File: src/hw/rtl/srtp_ri_pkg.sv
// Shared types and constants for the SRTP rollover index and IV block.
package srtp_ri_pkg;

   localparam int unsigned HEADER_BYTES = 12;
   localparam int unsigned CSR_INDEX_W  = 2;
   localparam int unsigned CSR_DATA_W   = 64;
   localparam int unsigned SEQ_W        = 16;
   localparam int unsigned SRC_W        = 32;
   localparam int unsigned LEN_W        = 16;
   localparam int unsigned ROC_W        = 32;
   localparam int unsigned INDEX_W      = 48;
   localparam int unsigned SALT_UPPER_W = 48;
   localparam int unsigned SALT_LOWER_W = 64;
   localparam int unsigned SLOT_W       = 3;

   localparam logic [CSR_INDEX_W-1:0] CSR_ENABLE     = 2'd0;
   localparam logic [CSR_INDEX_W-1:0] CSR_SALT_UPPER = 2'd1;
   localparam logic [CSR_INDEX_W-1:0] CSR_SALT_LOWER = 2'd2;

   typedef struct packed {
      logic capture;
      logic skip;
      logic scan_check;
      logic scan_next;
      logic pick_hit;
      logic pick_miss;
      logic load;
      logic update;
   } ctrl_cmd_type;

   typedef struct packed {
      logic bypass;
      logic hit;
      logic scan_last;
   } ctrl_status_type;

endpackage

File: src/hw/rtl/srtp_ri_ctrl.sv
// Sequencer for the table walk, entry load and result update.
module srtp_ri_ctrl (
   input  logic                         clock,
   input  logic                         reset,
   input  logic                         start,
   output logic                         busy,
   input  srtp_ri_pkg::ctrl_status_type status,
   output srtp_ri_pkg::ctrl_cmd_type    cmd
);
   import srtp_ri_pkg::*;

   localparam logic [2:0] S_IDLE    = 3'd0;
   localparam logic [2:0] S_SKIP    = 3'd1;
   localparam logic [2:0] S_SCAN_RD = 3'd2;
   localparam logic [2:0] S_SCAN_CK = 3'd3;
   localparam logic [2:0] S_LOAD_RD = 3'd4;
   localparam logic [2:0] S_UPDATE  = 3'd5;

   logic [2:0] state_ff;
   logic [2:0] state_in;

   always_comb begin
      state_in = state_ff;
      cmd      = '0;
      unique case (state_ff)
         S_IDLE: begin
            if (start) begin
               cmd.capture = 1'b1;
               state_in    = status.bypass ? S_SKIP : S_SCAN_RD;
            end
         end
         S_SKIP: begin
            cmd.skip = 1'b1;
            state_in = S_IDLE;
         end
         S_SCAN_RD: begin
            state_in = S_SCAN_CK;
         end
         S_SCAN_CK: begin
            cmd.scan_check = 1'b1;
            if (status.hit) begin
               cmd.pick_hit = 1'b1;
               state_in     = S_LOAD_RD;
            end else if (status.scan_last) begin
               cmd.pick_miss = 1'b1;
               state_in      = S_LOAD_RD;
            end else begin
               cmd.scan_next = 1'b1;
               state_in      = S_SCAN_RD;
            end
         end
         S_LOAD_RD: begin
            cmd.load = 1'b1;
            state_in = S_UPDATE;
         end
         S_UPDATE: begin
            cmd.update = 1'b1;
            state_in   = S_IDLE;
         end
         default: begin
            state_in = S_IDLE;
         end
      endcase
   end

   always_ff @(posedge clock) begin
      if (reset) begin
         state_ff <= S_IDLE;
      end else begin
         state_ff <= state_in;
      end
   end

   assign busy = (state_ff != S_IDLE);

endmodule

File: src/hw/rtl/srtp_ri_dp.sv
// Datapath: config registers, rollover table memory, index and IV forming.
module srtp_ri_dp #(
   parameter int unsigned TABLE_ENTRIES = 8
) (
   input  logic                                          clock,
   input  logic                                          reset,
   input  logic                                          csr_write_enable,
   input  logic [srtp_ri_pkg::CSR_INDEX_W-1:0]           csr_index,
   input  logic [srtp_ri_pkg::CSR_DATA_W-1:0]            csr_write_data,
   input  logic [srtp_ri_pkg::SEQ_W-1:0]                 req_sequence_number,
   input  logic [srtp_ri_pkg::SRC_W-1:0]                 req_stream_id,
   input  logic [srtp_ri_pkg::LEN_W-1:0]                 req_packet_length,
   input  srtp_ri_pkg::ctrl_cmd_type                     cmd,
   output srtp_ri_pkg::ctrl_status_type                  status,
   output logic                                          rsp_valid,
   output logic                                          rsp_processed,
   output logic [srtp_ri_pkg::ROC_W-1:0]                 rsp_rollover_count,
   output logic [srtp_ri_pkg::INDEX_W-1:0]               rsp_packet_index,
   output logic [srtp_ri_pkg::SALT_UPPER_W-1:0]          rsp_iv_upper,
   output logic signed [srtp_ri_pkg::SALT_LOWER_W-1:0]   rsp_iv_lower,
   output logic [srtp_ri_pkg::SLOT_W-1:0]                rsp_table_slot,
   output logic                                          rsp_table_full_fallback
);
   import srtp_ri_pkg::*;

   localparam int unsigned IDX_W  = (TABLE_ENTRIES > 1) ? $clog2(TABLE_ENTRIES) : 1;
   localparam int unsigned WORD_W = SRC_W + ROC_W + SEQ_W;
   localparam logic [IDX_W-1:0] LAST_IDX = IDX_W'(TABLE_ENTRIES - 1);

   // config
   logic                    enable_ff;
   logic [SALT_UPPER_W-1:0] salt_upper_ff;
   logic [SALT_LOWER_W-1:0] salt_lower_ff;

   // table
   logic [TABLE_ENTRIES-1:0] valid_ff;
   logic [WORD_W-1:0]        mem [TABLE_ENTRIES];
   logic [WORD_W-1:0]        rd_word_ff;
   logic [IDX_W-1:0]         rd_addr;

   // item
   logic [SEQ_W-1:0] seq_ff;
   logic [SRC_W-1:0] src_ff;
   logic [IDX_W-1:0] scan_idx_ff;
   logic             free_found_ff;
   logic [IDX_W-1:0] free_idx_ff;
   logic [IDX_W-1:0] slot_ff;
   logic             fallback_ff;

   // results
   logic                    rsp_valid_ff;
   logic                    rsp_processed_ff;
   logic [ROC_W-1:0]        rsp_roc_ff;
   logic [INDEX_W-1:0]      rsp_index_ff;
   logic [SALT_UPPER_W-1:0] rsp_iv_upper_ff;
   logic [SALT_LOWER_W-1:0] rsp_iv_lower_ff;
   logic [SLOT_W-1:0]       rsp_slot_ff;
   logic                    rsp_fallback_ff;

   logic [SRC_W-1:0]   rd_src;
   logic [ROC_W-1:0]   rd_roc;
   logic [SEQ_W-1:0]   rd_last;
   logic               scan_valid;
   logic               slot_valid;
   logic [SRC_W-1:0]   base_src;
   logic [ROC_W-1:0]   base_roc;
   logic [SEQ_W-1:0]   base_last;
   logic [ROC_W-1:0]   roc_new;
   logic [INDEX_W-1:0] index_new;
   logic [IDX_W+SLOT_W-1:0] slot_ext;

   assign rd_src  = rd_word_ff[WORD_W-1 -: SRC_W];
   assign rd_roc  = rd_word_ff[SEQ_W +: ROC_W];
   assign rd_last = rd_word_ff[SEQ_W-1:0];

   assign scan_valid = valid_ff[scan_idx_ff];
   assign slot_valid = valid_ff[slot_ff];

   assign status.bypass    = !enable_ff ||
                             (req_packet_length < LEN_W'(HEADER_BYTES));
   assign status.hit       = scan_valid && (rd_src == src_ff);
   assign status.scan_last = (scan_idx_ff == LAST_IDX);

   assign rd_addr = cmd.load ? slot_ff : scan_idx_ff;

   // a never-claimed entry reads as zero rollover and last sequence, with the packet's own source
   assign base_src  = slot_valid ? rd_src  : src_ff;
   assign base_roc  = slot_valid ? rd_roc  : '0;
   assign base_last = slot_valid ? rd_last : '0;
   assign roc_new   = (seq_ff < base_last) ? base_roc + ROC_W'(1) : base_roc;
   assign index_new = {roc_new, seq_ff};
   assign slot_ext  = {{SLOT_W{1'b0}}, slot_ff};

   always_ff @(posedge clock) begin
      if (reset) begin
         enable_ff     <= 1'b0;
         salt_upper_ff <= '0;
         salt_lower_ff <= '0;
      end else if (csr_write_enable) begin
         unique case (csr_index)
            CSR_ENABLE:     enable_ff     <= csr_write_data[0];
            CSR_SALT_UPPER: salt_upper_ff <= csr_write_data[SALT_UPPER_W-1:0];
            CSR_SALT_LOWER: salt_lower_ff <= csr_write_data;
            default: begin
            end
         endcase
      end
   end

   always_ff @(posedge clock) begin
      if (reset) begin
         valid_ff <= '0;
      end else if (csr_write_enable && (csr_index == CSR_SALT_LOWER)) begin
         valid_ff <= '0;
      end else if (cmd.update) begin
         valid_ff[slot_ff] <= 1'b1;
      end
   end

   always_ff @(posedge clock) begin
      if (cmd.update) begin
         mem[slot_ff] <= {base_src, roc_new, seq_ff};
      end
      rd_word_ff <= mem[rd_addr];
   end

   always_ff @(posedge clock) begin
      if (cmd.capture) begin
         seq_ff        <= req_sequence_number;
         src_ff        <= req_stream_id;
         scan_idx_ff   <= '0;
         free_found_ff <= 1'b0;
      end else begin
         if (cmd.scan_next) begin
            scan_idx_ff <= scan_idx_ff + IDX_W'(1);
         end
         if (cmd.scan_check && !free_found_ff && !scan_valid) begin
            free_found_ff <= 1'b1;
            free_idx_ff   <= scan_idx_ff;
         end
      end
      if (cmd.pick_hit) begin
         slot_ff     <= scan_idx_ff;
         fallback_ff <= 1'b0;
      end else if (cmd.pick_miss) begin
         if (free_found_ff) begin
            slot_ff     <= free_idx_ff;
            fallback_ff <= 1'b0;
         end else if (!scan_valid) begin
            slot_ff     <= scan_idx_ff;
            fallback_ff <= 1'b0;
         end else begin
            slot_ff     <= '0;
            fallback_ff <= 1'b1;
         end
      end
   end

   always_ff @(posedge clock) begin
      if (reset) begin
         rsp_valid_ff <= 1'b0;
      end else begin
         rsp_valid_ff <= cmd.skip || cmd.update;
      end
   end

   always_ff @(posedge clock) begin
      if (cmd.skip) begin
         rsp_processed_ff <= 1'b0;
         rsp_roc_ff       <= '0;
         rsp_index_ff     <= '0;
         rsp_iv_upper_ff  <= '0;
         rsp_iv_lower_ff  <= '0;
         rsp_slot_ff      <= '0;
         rsp_fallback_ff  <= 1'b0;
      end else if (cmd.update) begin
         rsp_processed_ff <= 1'b1;
         rsp_roc_ff       <= roc_new;
         rsp_index_ff     <= index_new;
         rsp_iv_upper_ff  <= salt_upper_ff ^ SALT_UPPER_W'(src_ff[SRC_W-1:16]);
         rsp_iv_lower_ff  <= salt_lower_ff ^ {src_ff[15:0], index_new};
         rsp_slot_ff      <= slot_ext[SLOT_W-1:0];
         rsp_fallback_ff  <= fallback_ff;
      end
   end

   assign rsp_valid               = rsp_valid_ff;
   assign rsp_processed           = rsp_processed_ff;
   assign rsp_rollover_count      = rsp_roc_ff;
   assign rsp_packet_index        = rsp_index_ff;
   assign rsp_iv_upper            = rsp_iv_upper_ff;
   assign rsp_iv_lower            = rsp_iv_lower_ff;
   assign rsp_table_slot          = rsp_slot_ff;
   assign rsp_table_full_fallback = rsp_fallback_ff;

   a_word_single_cycle: assert property (@(posedge clock) disable iff (reset)
      rsp_valid |=> !rsp_valid)
      else $error("result word strobe held two cycles");

   a_fallback_slot_zero: assert property (@(posedge clock) disable iff (reset)
      rsp_valid && rsp_table_full_fallback |-> rsp_table_slot == '0)
      else $error("fallback word not on entry zero");

   a_index_low_is_seq: assert property (@(posedge clock) disable iff (reset)
      rsp_valid && rsp_processed |-> rsp_packet_index[SEQ_W-1:0] == seq_ff)
      else $error("packet index low half differs from sequence number");

   a_unprocessed_zero: assert property (@(posedge clock) disable iff (reset)
      rsp_valid && !rsp_processed |-> rsp_rollover_count == '0 &&
         rsp_packet_index == '0 && !rsp_table_full_fallback)
      else $error("unprocessed word carries data");

endmodule

File: src/hw/rtl/srtp_rollover_index_iv_top.sv
// Top level of the SRTP rollover counter, packet index and AES-CM IV block.
// A packet word is taken when start is high and busy is low. A disabled or
// short packet gives its result word after a skip state. Otherwise
// the block walks the rollover table one entry at a time, through a read
// and a check state, until the source matches or the table ends, then
// reads the chosen entry once more in a load state and writes the result in
// an update state. busy falls in the cycle the result shows.
// rsp_valid marks each result word for exactly one cycle and cannot be held
// off; the receiver must take it then. Writing salt_lower empties the table.
module srtp_rollover_index_iv_top #(
   parameter int unsigned TABLE_ENTRIES = 8
) (
   input  logic                                          clock,
   input  logic                                          reset,
   input  logic                                          csr_write_enable,
   input  logic [srtp_ri_pkg::CSR_INDEX_W-1:0]           csr_index,
   input  logic [srtp_ri_pkg::CSR_DATA_W-1:0]            csr_write_data,
   input  logic                                          start,
   output logic                                          busy,
   input  logic [srtp_ri_pkg::SEQ_W-1:0]                 req_sequence_number,
   input  logic [srtp_ri_pkg::SRC_W-1:0]                 req_stream_id,
   input  logic [srtp_ri_pkg::LEN_W-1:0]                 req_packet_length,
   output logic                                          rsp_valid,
   output logic                                          rsp_processed,
   output logic [srtp_ri_pkg::ROC_W-1:0]                 rsp_rollover_count,
   output logic [srtp_ri_pkg::INDEX_W-1:0]               rsp_packet_index,
   output logic [srtp_ri_pkg::SALT_UPPER_W-1:0]          rsp_iv_upper,
   output logic signed [srtp_ri_pkg::SALT_LOWER_W-1:0]   rsp_iv_lower,
   output logic [srtp_ri_pkg::SLOT_W-1:0]                rsp_table_slot,
   output logic                                          rsp_table_full_fallback
);
   import srtp_ri_pkg::*;

   ctrl_cmd_type    cmd;
   ctrl_status_type status;

   srtp_ri_ctrl u_ctrl (
      .clock  (clock),
      .reset  (reset),
      .start  (start),
      .busy   (busy),
      .status (status),
      .cmd    (cmd)
   );

   srtp_ri_dp #(
      .TABLE_ENTRIES (TABLE_ENTRIES)
   ) u_dp (
      .clock                   (clock),
      .reset                   (reset),
      .csr_write_enable        (csr_write_enable),
      .csr_index               (csr_index),
      .csr_write_data          (csr_write_data),
      .req_sequence_number     (req_sequence_number),
      .req_stream_id           (req_stream_id),
      .req_packet_length       (req_packet_length),
      .cmd                     (cmd),
      .status                  (status),
      .rsp_valid               (rsp_valid),
      .rsp_processed           (rsp_processed),
      .rsp_rollover_count      (rsp_rollover_count),
      .rsp_packet_index        (rsp_packet_index),
      .rsp_iv_upper            (rsp_iv_upper),
      .rsp_iv_lower            (rsp_iv_lower),
      .rsp_table_slot          (rsp_table_slot),
      .rsp_table_full_fallback (rsp_table_full_fallback)
   );

endmodule

File: config.mk
export PLATFORM = sky130hd
export DESIGN_NAME = srtp_rollover_index_iv_top
export DESIGN_NICKNAME = d
export VERILOG_FILES = /design/src/hw/rtl/srtp_ri_pkg.sv /design/src/hw/rtl/srtp_ri_ctrl.sv /design/src/hw/rtl/srtp_ri_dp.sv /design/src/hw/rtl/srtp_rollover_index_iv_top.sv
export SDC_FILE = /design/constraint.sdc
export NUM_CORES = 1
export LEC_CHECK = 0
export BUFFER_PORTS_ARGS = -buffer_cell sky130_fd_sc_hd__buf_2
export CAP_MARGIN = 20
export CORE_UTILIZATION = 45
export CTS_CLUSTER_DIAMETER = 120
export DETAILED_ROUTE_END_ITERATION = 8
export SLEW_MARGIN = 20
export SYNTH_ARGS = -nofsm -noshare
export SYNTH_HDL_FRONTEND = slang
export SYNTH_SLANG_ARGS = --single-unit
File: constraint.sdc
create_clock -name clock -period 11.7 [get_ports clock]
set_input_delay 0 -clock clock [delete_from_list [all_inputs] [get_ports clock]]
set_output_delay 0 -clock clock [all_outputs]
set_load 0.01 [all_outputs]
==> Word level (Yosys, flattened, before mapping) <==
Memories as Yosys holds them, arrays and structs flattened. A register that Yosys moved wholly into a read port is not among the register bits.
Cells that the tools add are included.
{ "classes": {"muxes": 35, "reduce_logical": 19, "eq_ne": 10, "n_addsub": 2, "order_cmp": 5, "bitwise": 4} }
{ "ops": {"columns": ["operator", "n"], "rows": [
  ["$mux 32", 3],
  ["$xor 64x64->64", 1],
  ["$xor 48x16->48", 1],
  ["$add 32x1->32 const B", 1],
  ["$eq 32x32->1", 1],
  ["$mux 3", 8],
  ["$mux 1", 17],
  ["$lt 16x16->1", 1],
  ["$lt 16x4->1 const B", 1],
  ["$mux 16", 1],
  ["$pmux 3 s4", 1],
  ["$eq 3x3->1 const B", 3],
  ["$lt 3x4->1 const B", 2],
  ["$or 8x8->8", 1],
  ["$reduce_and 2->1", 4],
  ["$bmux 1 s3", 2],
  ["$eq 3x2->1 const B", 2],
  ["$logic_and 1x1->1", 5],
  ["$mux 4", 1],
  ["$add 3x1->3 const B", 1],
  ["$demux 1 s3", 1],
  ["$eq 3x1->1 const B", 1],
  ["$ge 3x1->1 const B", 1],
  ["$logic_not 1->1", 3],
  ["11 further kinds", 12]
]} }
{ "word_totals": {"regBits": 381, "input_bits": 134, "out_inout_bits": 199, "memories": 1, "ramBits": 640} }
{ "memory_table": {"columns": ["memory", "words", "width", "read_ports", "rd_clocked_by_memory_dff", "wr", "line_no", "source"], "rows": [
  ["u_dp.mem", 8, 80, 1, 1, 1, "srtp_ri_dp.sv:37", "logic [WORD_W-1:0] mem [TABLE_ENTRIES];"]
]} }

==> Logic depth before layout (Yosys ltp) <==
Gate-level depths: netlist of run 1.
{ "logic_depth": {"depth_word": 8, "ltp_mapped": 16, "mapped_depth_nobuf": 11} }

==> Cells and area by module <==
From an unflattened synthesis of run 1, not the netlist that was laid out.
{ "unflattened": {"cells_unflattened": 2778, "hier_area_um2": 41298.4} }
{ "modules_own_cells": {"columns": ["mod", "area_per_inst_um2", "cells_per_inst", "instances"], "rows": [
  ["srtp_ri_dp", 41051.9, 2750, 1],
  ["srtp_ri_ctrl", 246.5, 28, 1]
]} }

==> Least setup slack after synthesis of run 1 <==
No wires, ideal clock.
{ "synth_path": {"path_type": "register to register", "start": "register u_ctrl.state_ff[0]", "end": "memory u_dp.mem[0][0] (netlist name) (enable)", "path_slack_ns": 2.125, "path_buffers": 3, "setup_time_ns": 0.719, "path_stages_with_launch": 7, "arrival_ns": 8.856, "cell_sequence": "dfxtp_1 clkbuf_1 nor2b_1 clkbuf_1 nand2_1 clkbuf_1 nor4_1"} }
{ "synth_via": {"elab_chain_cells": 4} }
{ "synth_lines": {"columns": ["element", "line_no", "source"], "rows": [
  ["start: declaration", "srtp_ri_ctrl.sv:19", "logic [2:0] state_ff;"],
  ["start signal: assignment", "srtp_ri_ctrl.sv:70", "state_ff <= state_in;"],
  ["$eq 3x3->1", "srtp_ri_ctrl.sv:25", "unique case (state_ff)"],
  ["$mux 1", "srtp_ri_ctrl.sv:25", null],
  ["$mux 1", "srtp_ri_dp.sv:121", "if (cmd.update) begin"],
  ["$mux 1 (implied by the code)", "srtp_ri_dp.sv:122", "mem[slot_ff] <= {base_src, roc_new, seq_ff};"],
  ["end: declaration", "srtp_ri_dp.sv:37", null]
]} }
Every way passes these cells.

==> Worst setup path after layout of run 1 <==
{ "layout_path": {"start": "register u_dp.slot_ff[0]", "end": "memory u_dp.mem[5][21] (netlist name), data pin"} }
{ "layout_via": {"elab_chain_cells": 5, "elab_cells_between_ends": 7} }
{ "layout_lines": {"columns": ["element", "line_no", "source"], "rows": [
  ["start: declaration", "srtp_ri_dp.sv:47", "logic [IDX_W-1:0] slot_ff;"],
  ["start signal: assignment", "srtp_ri_dp.sv:143", "slot_ff <= scan_idx_ff;"],
  ["start signal: assignment", "srtp_ri_dp.sv:147", "slot_ff <= free_idx_ff;"],
  ["start signal: assignment", "srtp_ri_dp.sv:150", "slot_ff <= scan_idx_ff;"],
  ["$bmux 1 s3 (*)", "srtp_ri_dp.sv:77", "assign slot_valid = valid_ff[slot_ff];"],
  ["$mux 1 (implied by the code) (*)", "srtp_ri_dp.sv:77", null],
  ["$mux 32 / $mux 16 (equally long branches)", "srtp_ri_dp.sv:88, srtp_ri_dp.sv:89", null],
  ["$add 32x1->32 / $lt 16x16->1 (equally long branches)", "srtp_ri_dp.sv:90", "assign roc_new = (seq_ff < base_last) ? base_roc + ROC_W'(1) : base_roc;"],
  ["$mux 32 (*)", "srtp_ri_dp.sv:90", null],
  ["net u_dp.roc_new[5]", "srtp_ri_dp.sv:68", "logic [ROC_W-1:0] roc_new;"]
]} }
The timed path passes the listed nets; every way through them passes the cells marked *. The select of a mux whose other input is x is not followed.

==> impl_metrics.csv, run 1 <==
group,metric,value,unit
status,outcome,"finished, final reports clean",
sta,relSlewSlack,21.48,%
detailed_routing,route.detailed.wl_per_inst,24.45,um
synth,synth_cell_type_count,64,
job,cap_violations,0,
die,start_util,45.36,%
min_path,min-delay-path-class,"input pin to flop",
setup_path,cp_slowest_cell,"nor3_2",
synth,ys_ff_latch,1069,
synth,synth.area.mux_share,11.67,%
sta,slew_viol_final,0,
power,power_frac_comb,3.7,%
power,power.net_switching,1675,uW
die,io-pin-count,333,
detailed_routing,firstDrtPassIters,6,
cells_and_area,areaGrowthSynthToFinish,19.10,%
detailed_routing,wl,109800,um
cts,tritoncts,"built",
setup_path,delay_contributed_by_the_slowest_stage_of_the_critical_path,0.75,ns
sta,finalWorstPathRequiredPeriod,5.482,ns
power,switching_share,21.14,%
setup_path,r2r_slack,6.22,ns
synth,yosys_most_used_dff,"edfxtp_1",
global_routing,grt_start_max_net_pins,161,
global_routing,grt_util_all_layers,23.90,%
min_path,whs_path_depth,2,
cts,cts.clk_slew.worst_paths,0.06,ns
synth,synth.top_cell.area_share,51.12,%
cells_and_area,layout.core_utilization,54.03,%
sta,transition_at_the_pin_with_the_smallest_max_transition_slack,1.169,ns
setup_path,ff2ff_path_depth,12,
cts,number_of_buffers_inserted_during_clock_tree_synthesis,112,
setup_path,cp_cell_sequence,"mux4_2, mux2_2, buf_4, nand2_1, ha_1, a211oi_1, o21ai_0, nor3_2, o21ai_1, or3_1, xnor2_1, nor2_1",
synth,postSynthAreaPerCell,14.64,um2
cts,clock_path_buffers,3,
sta,clock-skew-final,0.02946,ns
place,post-dp-hpwl,65340,um
die,die_w,303.0,um
setup_path,timing_worst_setup_path_type,"flop to flop",
detailed_routing,total_number_of_vias,25151,
power,vdd.ir_drop.worst,0.1057,mV
die,floorplan.die_area,0.09181,mm2
cts,cts_root_buf,"clkbuf_16",
sta,post-route-worst-setup-slack,6.218,ns
min_path,hold_path.startpoint,"req_stream_id[6]",
global_routing,antenna_found_initial,4,
setup_path,worstPathMaxFanout,34,
die,core_region_area,0.08987,mm2
global_routing,globalRouteOverflowTotal,0,
synth,ys_async_rst_share,0,%
detailed_routing,drcViolationCount,0,
setup_path,worstSetupStartpointType,"flop",
die,fp.dieH,303.0,um
synth,synth_fa_ha_area_share,0.5524,%
synth,yosysTopAreaCell,"edfxtp_1",
place,place_worst_setup_slack,6.237,ns
global_routing,wire_length_of_the_first_global_routing_pass,161000,um
sta,rsz0062_at_grt,"false",
cts,clock_latency,0.68,ns
cts,htree_levels,3,
setup_path,crit_path_end_kind,"flop",
global_routing,number_of_global_route_vias_before_repair,25237,
detailed_routing,detailedRoute.firstIterationViolations,2266,
power,power_report.internal_total,6247,uW
synth,synth_warnings,0,
setup_path,worst_ep_arrival_time,5.89,ns
synth,combinational_family_with_the_most_area_after_synthesis,"multiplexers",
sta,max_freq,182.4,MHz
cells_and_area,finalNetCount,3366,
cts,ctsResizeCount,0,
synth,synth_enable_flop_cells,694,
setup_path,worst_r2r_endpoint,"u_dp.mem[5][21]$_DFFE_PP_",
synth,synth_fp_nets,2937,
power,cellPowerDensity,163.1,mW/mm2
place,place_congestion,0.8070,
min_path,holdPathEnd,"u_dp.src_ff[6]$_DFFE_PP_",
setup_path,critical_path.reg2reg.startpoint,"u_dp.slot_ff[0]$_DFFE_PP_",
cts,cts.sinks,1069,
synth,top_cells_by_area_synth,"edfxtp_1 51%, dfxtp_1 18%, mux4_2 9.1%",
synth,yosys.area_share.simple,8.710,%
sta,post-route-period-util,46.86,%
cells_and_area,layout-drive-gt1-share,25.05,%
synth,synth-compound-area-share,4.775,%
synth,synthCells,2785,
sta,worst_hold_slack,0.03545,ns
cells_and_area,number_of_fillers_in_the_final_layout,7278,
detailed_routing,drt-vias-per-instance,5.602,
detailed_routing,final_antenna_net_count,0,
sta,setup_viol,0,
synth,synth-seq-area-share,69.53,%
sta,final_hold_viol_count,0,
place,count_of_input_and_output_buffers,330,
synth,mappedNetlistArea,0.04077,mm2
synth,synth-xor-area-share,2.550,%
power,power.leakage,0.01846,uW
die,standard_cell_row_count,110,
setup_path,required,12.10,ns
sta,tns,0,ns
power,power.sequential.fraction,51.7,%
power,power.clock.fraction,44.5,%
-- stage by stage --
step | power, uW | instance area [um2] | instances
CTS | 7975 | 48520 | 4488
global placement | 4428 | 43520 | 4145
finish | 7921 | 48560 | 4490
floorplan | 4313 | 40770 | 2785
detailed placement | 4437 | 43540 | 4146
global route | 8157 | 48560 | 4490
-- worst max-delay path by stage --
| stage | slack (ns) | start | to |
|---|---|---|---|
| 2_1_floorplan | 2.13 | u_ctrl.state_ff[0]$_SDFFE_PP0P_ | u_dp.mem[0][0]$_DFFE_PP_ |
| 3_3_place_gp | 6.32 | u_dp.slot_ff[0]$_DFFE_PP_ | u_dp.mem[6][21]$_DFFE_PP_ |
| 3_5_place_dp | 6.24 | u_dp.slot_ff[0]$_DFFE_PP_ | u_dp.mem[4][21]$_DFFE_PP_ |
| 4_1_cts | 6.21 | u_dp.slot_ff[0]$_DFFE_PP_ | u_dp.mem[7][21]$_DFFE_PP_ |
| 5_1_grt | 5.85 | u_dp.slot_ff[0]$_DFFE_PP_ | u_dp.mem[6][23]$_DFFE_PP_ |
| 6_report | 6.22 | u_dp.slot_ff[0]$_DFFE_PP_ | u_dp.mem[5][21]$_DFFE_PP_ |
-- logic make-up after synthesis --
logic type | after synthesis
xor+xnor | 117
buf+inv | 201
mux | 259
simple gates | 815
flops | 1069
compound gates | 306
fa+ha+maj | 18
-- per-layer routing --
layer  up-vias  share of wire [%]  global-route usage (%)
li1      11202                  -                       -
met1     12890                 43                   32.23
met2       912                 49                   40.36
met3       147                6.2                   3.652
met4         0                2.0                   6.353
met5         -                  0                       0
-- area by class of cell --
cell class,count,area [um2],share of cell area (%)
antenna,1,2.502,0.005153
clock buffer,166,3262,6.718
clock inverter,47,432.9,0.8915
inverter,13,48.80,0.1005
multi-input combinational,1515,11660,24.01
sequential,1069,28350,58.38
tap,1176,1471,3.030
timing repair buffer,503,3333,6.864
-- critical path: cells and delay by family (launching register included) --
| family | cells | cell delay (ns) |
|---|---|---|
| xor gates and xnor gates | 1 | 0.20 |
| buffers and inverters | 1 | 0.26 |
| adders and majority gates | 1 | 0.25 |
| muxes | 2 | 0.92 |
| AOI/OAI and AO/OA | 3 | 1.08 |
| DFF | 1 | 0.63 |
| and+or+nand+nor | 4 | 1.84 |
-- what timing repair did --
item,in CTS,in global routing
setup buffers,0,0
hold endpoints to repair,163,0
setup endpoints to repair,0,0
hold buffers,129,0
-- cell usage after synthesis (14+ instances only) --
cell,instances
edfxtp_1,694
nand2_1,549
dfxtp_1,375
mux4_2,164
clkbuf_1,119
a21oi_1,117
xnor2_1,108
o21ai_0,87
mux2_2,82
nand3_1,82
nor2_1,41
buf_4,34
nor3_1,25
nand4_1,23
buf_1,21
nor4_1,20
and3_1,19
ha_1,18
buf_2,14
-- flip-flops by register name (all words and copies together) (netlist names), 16 cells and up --
signal and flops:
u_dp.src_ff 32, u_dp.rsp_iv_lower 64, u_dp.rd_word_ff 80, u_dp.seq_ff 16, u_dp.rsp_packet_index 47, u_dp.salt_lower_ff 64
u_dp.rsp_iv_upper 48, u_dp.salt_upper_ff 48, u_dp.mem 640
-- cell usage in the layout (no fill, tap or decap), types with 20 or more instances in the layout --
master and n:
edfxtp_1 694, xnor2_1 108, dlygate4sd3_1 129, clkbuf_16 117
mux2_2 82, mux4_2 164, clkbuf_1 34, clkinv_2 20
a21oi_1 117, buf_2 329, dfxtp_1 374, o21ai_0 87
nand3_1 82, nand2_1 548, nand4_1 23, nor3_1 21
nor2_1 35, buf_4 41
-- power by group through the flow --
stage | sequential [uW] | combinational, uW | clock [uW]
3_5_place_dp | 4180 | 260 | 0
4_1_cts | 4100 | 296 | 3580
6_report | 4100 | 296 | 3530
3_3_place_gp | 4170 | 253 | 0
5_1_grt | 4100 | 319 | 3740
2_1_floorplan | 4150 | 162 | 0
Power figures use the tool's default switching activity.
==> run 2, diff against run 1 <==
--- a/config.mk
+++ b/config.mk
@@ -10,6 +10,7 @@
 export CORE_UTILIZATION = 45
 export CTS_CLUSTER_DIAMETER = 120
 export DETAILED_ROUTE_END_ITERATION = 8
+export PLACE_DENSITY = 0.65
 export SLEW_MARGIN = 20
 export SYNTH_ARGS = -nofsm -noshare
 export SYNTH_HDL_FRONTEND = slang
==> constraint.sdc (replaced) <==
create_clock -name clock -period 4.8 [get_ports clock]
set_input_delay 0 -clock clock [delete_from_list [all_inputs] [get_ports clock]]
set_output_delay 0 -clock clock [all_outputs]
set_load 0.01 [all_outputs]
==> impl_metrics.csv, run 2 (same netlist as run 1, synthesis figures left out) <==
group,metric,value,unit
global_routing,number_of_global_route_vias_before_repair,25444,
power,total_power,19420,uW
cts,cts_root_buf,"clkbuf_16",
power,power.clock.fraction,44.9,%
setup_path,critical_path.reg2reg.startpoint,"u_dp.slot_ff[0]$_DFFE_PP_",
detailed_routing,wl,111100,um
cells_and_area,layout_top_registers,"u_dp.mem (640), u_dp.rd_word_ff (80)",
sta,max_freq,220.5,MHz
global_routing,grt_start_max_net_pins,131,
status,outcome,"finished, final reports clean",
cells_and_area,final_antenna_diode_count,0,
die,start_util,45.36,%
min_path,hold_path.startpoint,"req_stream_id[30]",
sta,transition_at_the_pin_with_the_smallest_max_transition_slack,1.087,ns
detailed_routing,firstDrtPassIters,6,
cts,cts.clk_slew.worst_paths,0.06,ns
die,fp.dieH,303.0,um
sta,rsz0062_at_grt,"false",
detailed_routing,route.detailed.wl_per_inst,24.63,um
global_routing,grt_util_all_layers,24.15,%
sta,final_hold_viol_count,0,
power,power.leakage,0.01866,uW
global_routing,globalRouteOverflowTotal,0,
sta,finalWorstPathRequiredPeriod,4.534,ns
power,power_frac_comb,3.7,%
min_path,holdPathEnd,"u_dp.src_ff[30]$_DFFE_PP_",
detailed_routing,drt-vias-per-instance,5.661,
cells_and_area,layout-drive-gt1-share,25.52,%
cells_and_area,most_frequent_cells_in_the_layout,"694 x edfxtp_1, 548 x nand2_1, 374 x dfxtp_1",
cts,tritoncts,"built",
power,switching_share,21.17,%
cells_and_area,largest_register_ff_count,640,
sta,post-route-worst-setup-slack,0.2658,ns
cells_and_area,layout.core_utilization,54.48,%
power,vdd.ir_drop.worst,0.3461,mV
die,floorplan.die_area,0.09181,mm2
cells_and_area,final-seq-area,0.02835,mm2
place,post-place-cells,4172,
min_path,min-delay-path-class,"input pin to flop",
cts,clock_latency,0.70,ns
power,power_report.internal_total,15310,uW
die,die_w,303.0,um
setup_path,required,5.39,ns
cells_and_area,layout_commonest_cell,"edfxtp_1",
cts,number_of_buffers_inserted_during_clock_tree_synthesis,108,
cells_and_area,multiInputGateArea,0.01169,mm2
cells_and_area,number_of_fillers_in_the_final_layout,7082,
setup_path,crit_path_end_kind,"flop",
place,post-dp-hpwl,67910,um
die,io-pin-count,333,
power,power.sequential.fraction,51.4,%
power,cellPowerDensity,396.7,mW/mm2
cells_and_area,largest_register,"u_dp.mem",
sta,clock-skew-final,0.04982,ns
job,cap_violations,0,
cells_and_area,finalNetCount,3392,
cells_and_area,areaGrowthSynthToFinish,20.10,%
detailed_routing,detailedRoute.firstIterationViolations,2537,
detailed_routing,total_number_of_vias,25531,
place,place_worst_setup_slack,0.2037,ns
detailed_routing,final_antenna_net_count,0,
cells_and_area,final-instance-count-excl-fill,4510,
global_routing,antenna_found_initial,4,
power,power.net_switching,4112,uW
sta,slew_viol_final,0,
cts,clock_path_buffers,3,
die,standard_cell_row_count,110,
sta,relSlewSlack,25.96,%
die,core_region_area,0.08987,mm2
setup_path,worstSetupStartpointType,"flop",
cts,htree_levels,3,
sta,post-route-period-util,94.46,%
setup_path,timing_worst_setup_path_type,"flop to flop",
setup_path,worstPathMaxFanout,17,
setup_path,ff2ff_path_depth,12,
sta,worst_hold_slack,0.03104,ns
setup_path,worst_ep_arrival_time,5.12,ns
detailed_routing,drcViolationCount,0,
setup_path,worst_r2r_endpoint,"u_dp.rsp_iv_lower[46]$_SDFFE_PN0P_",
global_routing,wire_length_of_the_first_global_routing_pass,162800,um
place,count_of_input_and_output_buffers,330,
min_path,whs_path_depth,2,
sta,setup_viol,0,
cts,cts.sinks,1069,
setup_path,r2r_slack,0.27,ns
cts,post_cts.repair.setup_buffers,0,
place,place_congestion,0.8639,
[run 2: cell count changes in the layout (fill, tap and decap cells not counted), moves of 5 or more]
| cell | delta |
|---|---|
| clkbuf_16 | -6 |
| buf_4 | +15 |
| clkbuf_1 | -6 |
| buf_12 | +10 |
| dlygate4sd3_1 | +5 |
| bufinv_16 | +7 |
| clkbuf_8 | -7 |
[run 2: critical path: stages, from the launching register on]
cell and delay (ns):
edfxtp_1 0.46, mux4_2 0.58, mux2_4 0.41, nand2_1 0.11, ha_1 0.24, and3_1 0.20
a221o_1 0.38, a221oi_2 0.27, buf_4 0.21, o211ai_1 0.30, o311ai_0 0.60, nand2_1 0.29
a221o_1 0.37
[run 2: power by group through the flow]
stage          clock network [uW]  logic (uW)  registers [uW]
2_1_floorplan                   0         394           10100
3_3_place_gp                    0         619           10200
3_5_place_dp                    0         635           10200
4_1_cts                      8830         724            9980
5_1_grt                      9200         780            9990
6_report                     8720         725            9980
[run 2: layout make-up]
type	instances	area share, %
timing repair buffer	533	7.515
tap	1176	3.005
clock buffer	147	6.112
multi-input combinational	1515	23.88
clock inverter	57	1.490
inverter	13	0.09966
sequential	1069	57.90
[run 2: routing by layer]
metal / routed length [um] / up-vias / track usage (%)
li1: - / 11263 / -
met1: 45230 / 12949 / 32.08
met2: 53640 / 1126 / 39.79
met3: 8655 / 189 / 4.705
met4: 3511 / 4 / 8.184
met5: 27 / - / 0
[run 2: timing repair]
action                                 4_1_cts  5_1_grt
hold buffers                               134        0
endpoints found under the hold margin      185        0
resized for setup                            0        1
setup endpoints to repair                    0        1
[run 2: worst max-delay path by stage]
stage	start	to	slack, ns
final	u_dp.slot_ff[0]$_DFFE_PP_	u_dp.rsp_iv_lower[46]$_SDFFE_PN0P_	0.27
after global routing	u_dp.slot_ff[0]$_DFFE_PP_	u_dp.rsp_iv_lower[46]$_SDFFE_PN0P_	0.06
after CTS	u_dp.slot_ff[0]$_DFFE_PP_	u_dp.rsp_iv_lower[46]$_SDFFE_PN0P_	0.19
after detailed placement	u_dp.slot_ff[0]$_DFFE_PP_	u_dp.rsp_iv_lower[46]$_SDFFE_PN0P_	0.20
after global placement	u_dp.slot_ff[0]$_DFFE_PP_	u_dp.rsp_iv_lower[46]$_SDFFE_PN0P_	0.27
after floorplan	u_ctrl.state_ff[1]$_SDFFE_PP0P_	u_dp.mem[6][0]$_DFFE_PP_	-0.57
[run 2: metrics by stage]
stage,cell area (um2),TNS [ns]
after floorplan,40800,-190.67
after global placement,43880,0
after detailed placement,43900,0
after CTS,48960,0
after global routing,48960,0
final,48960,0
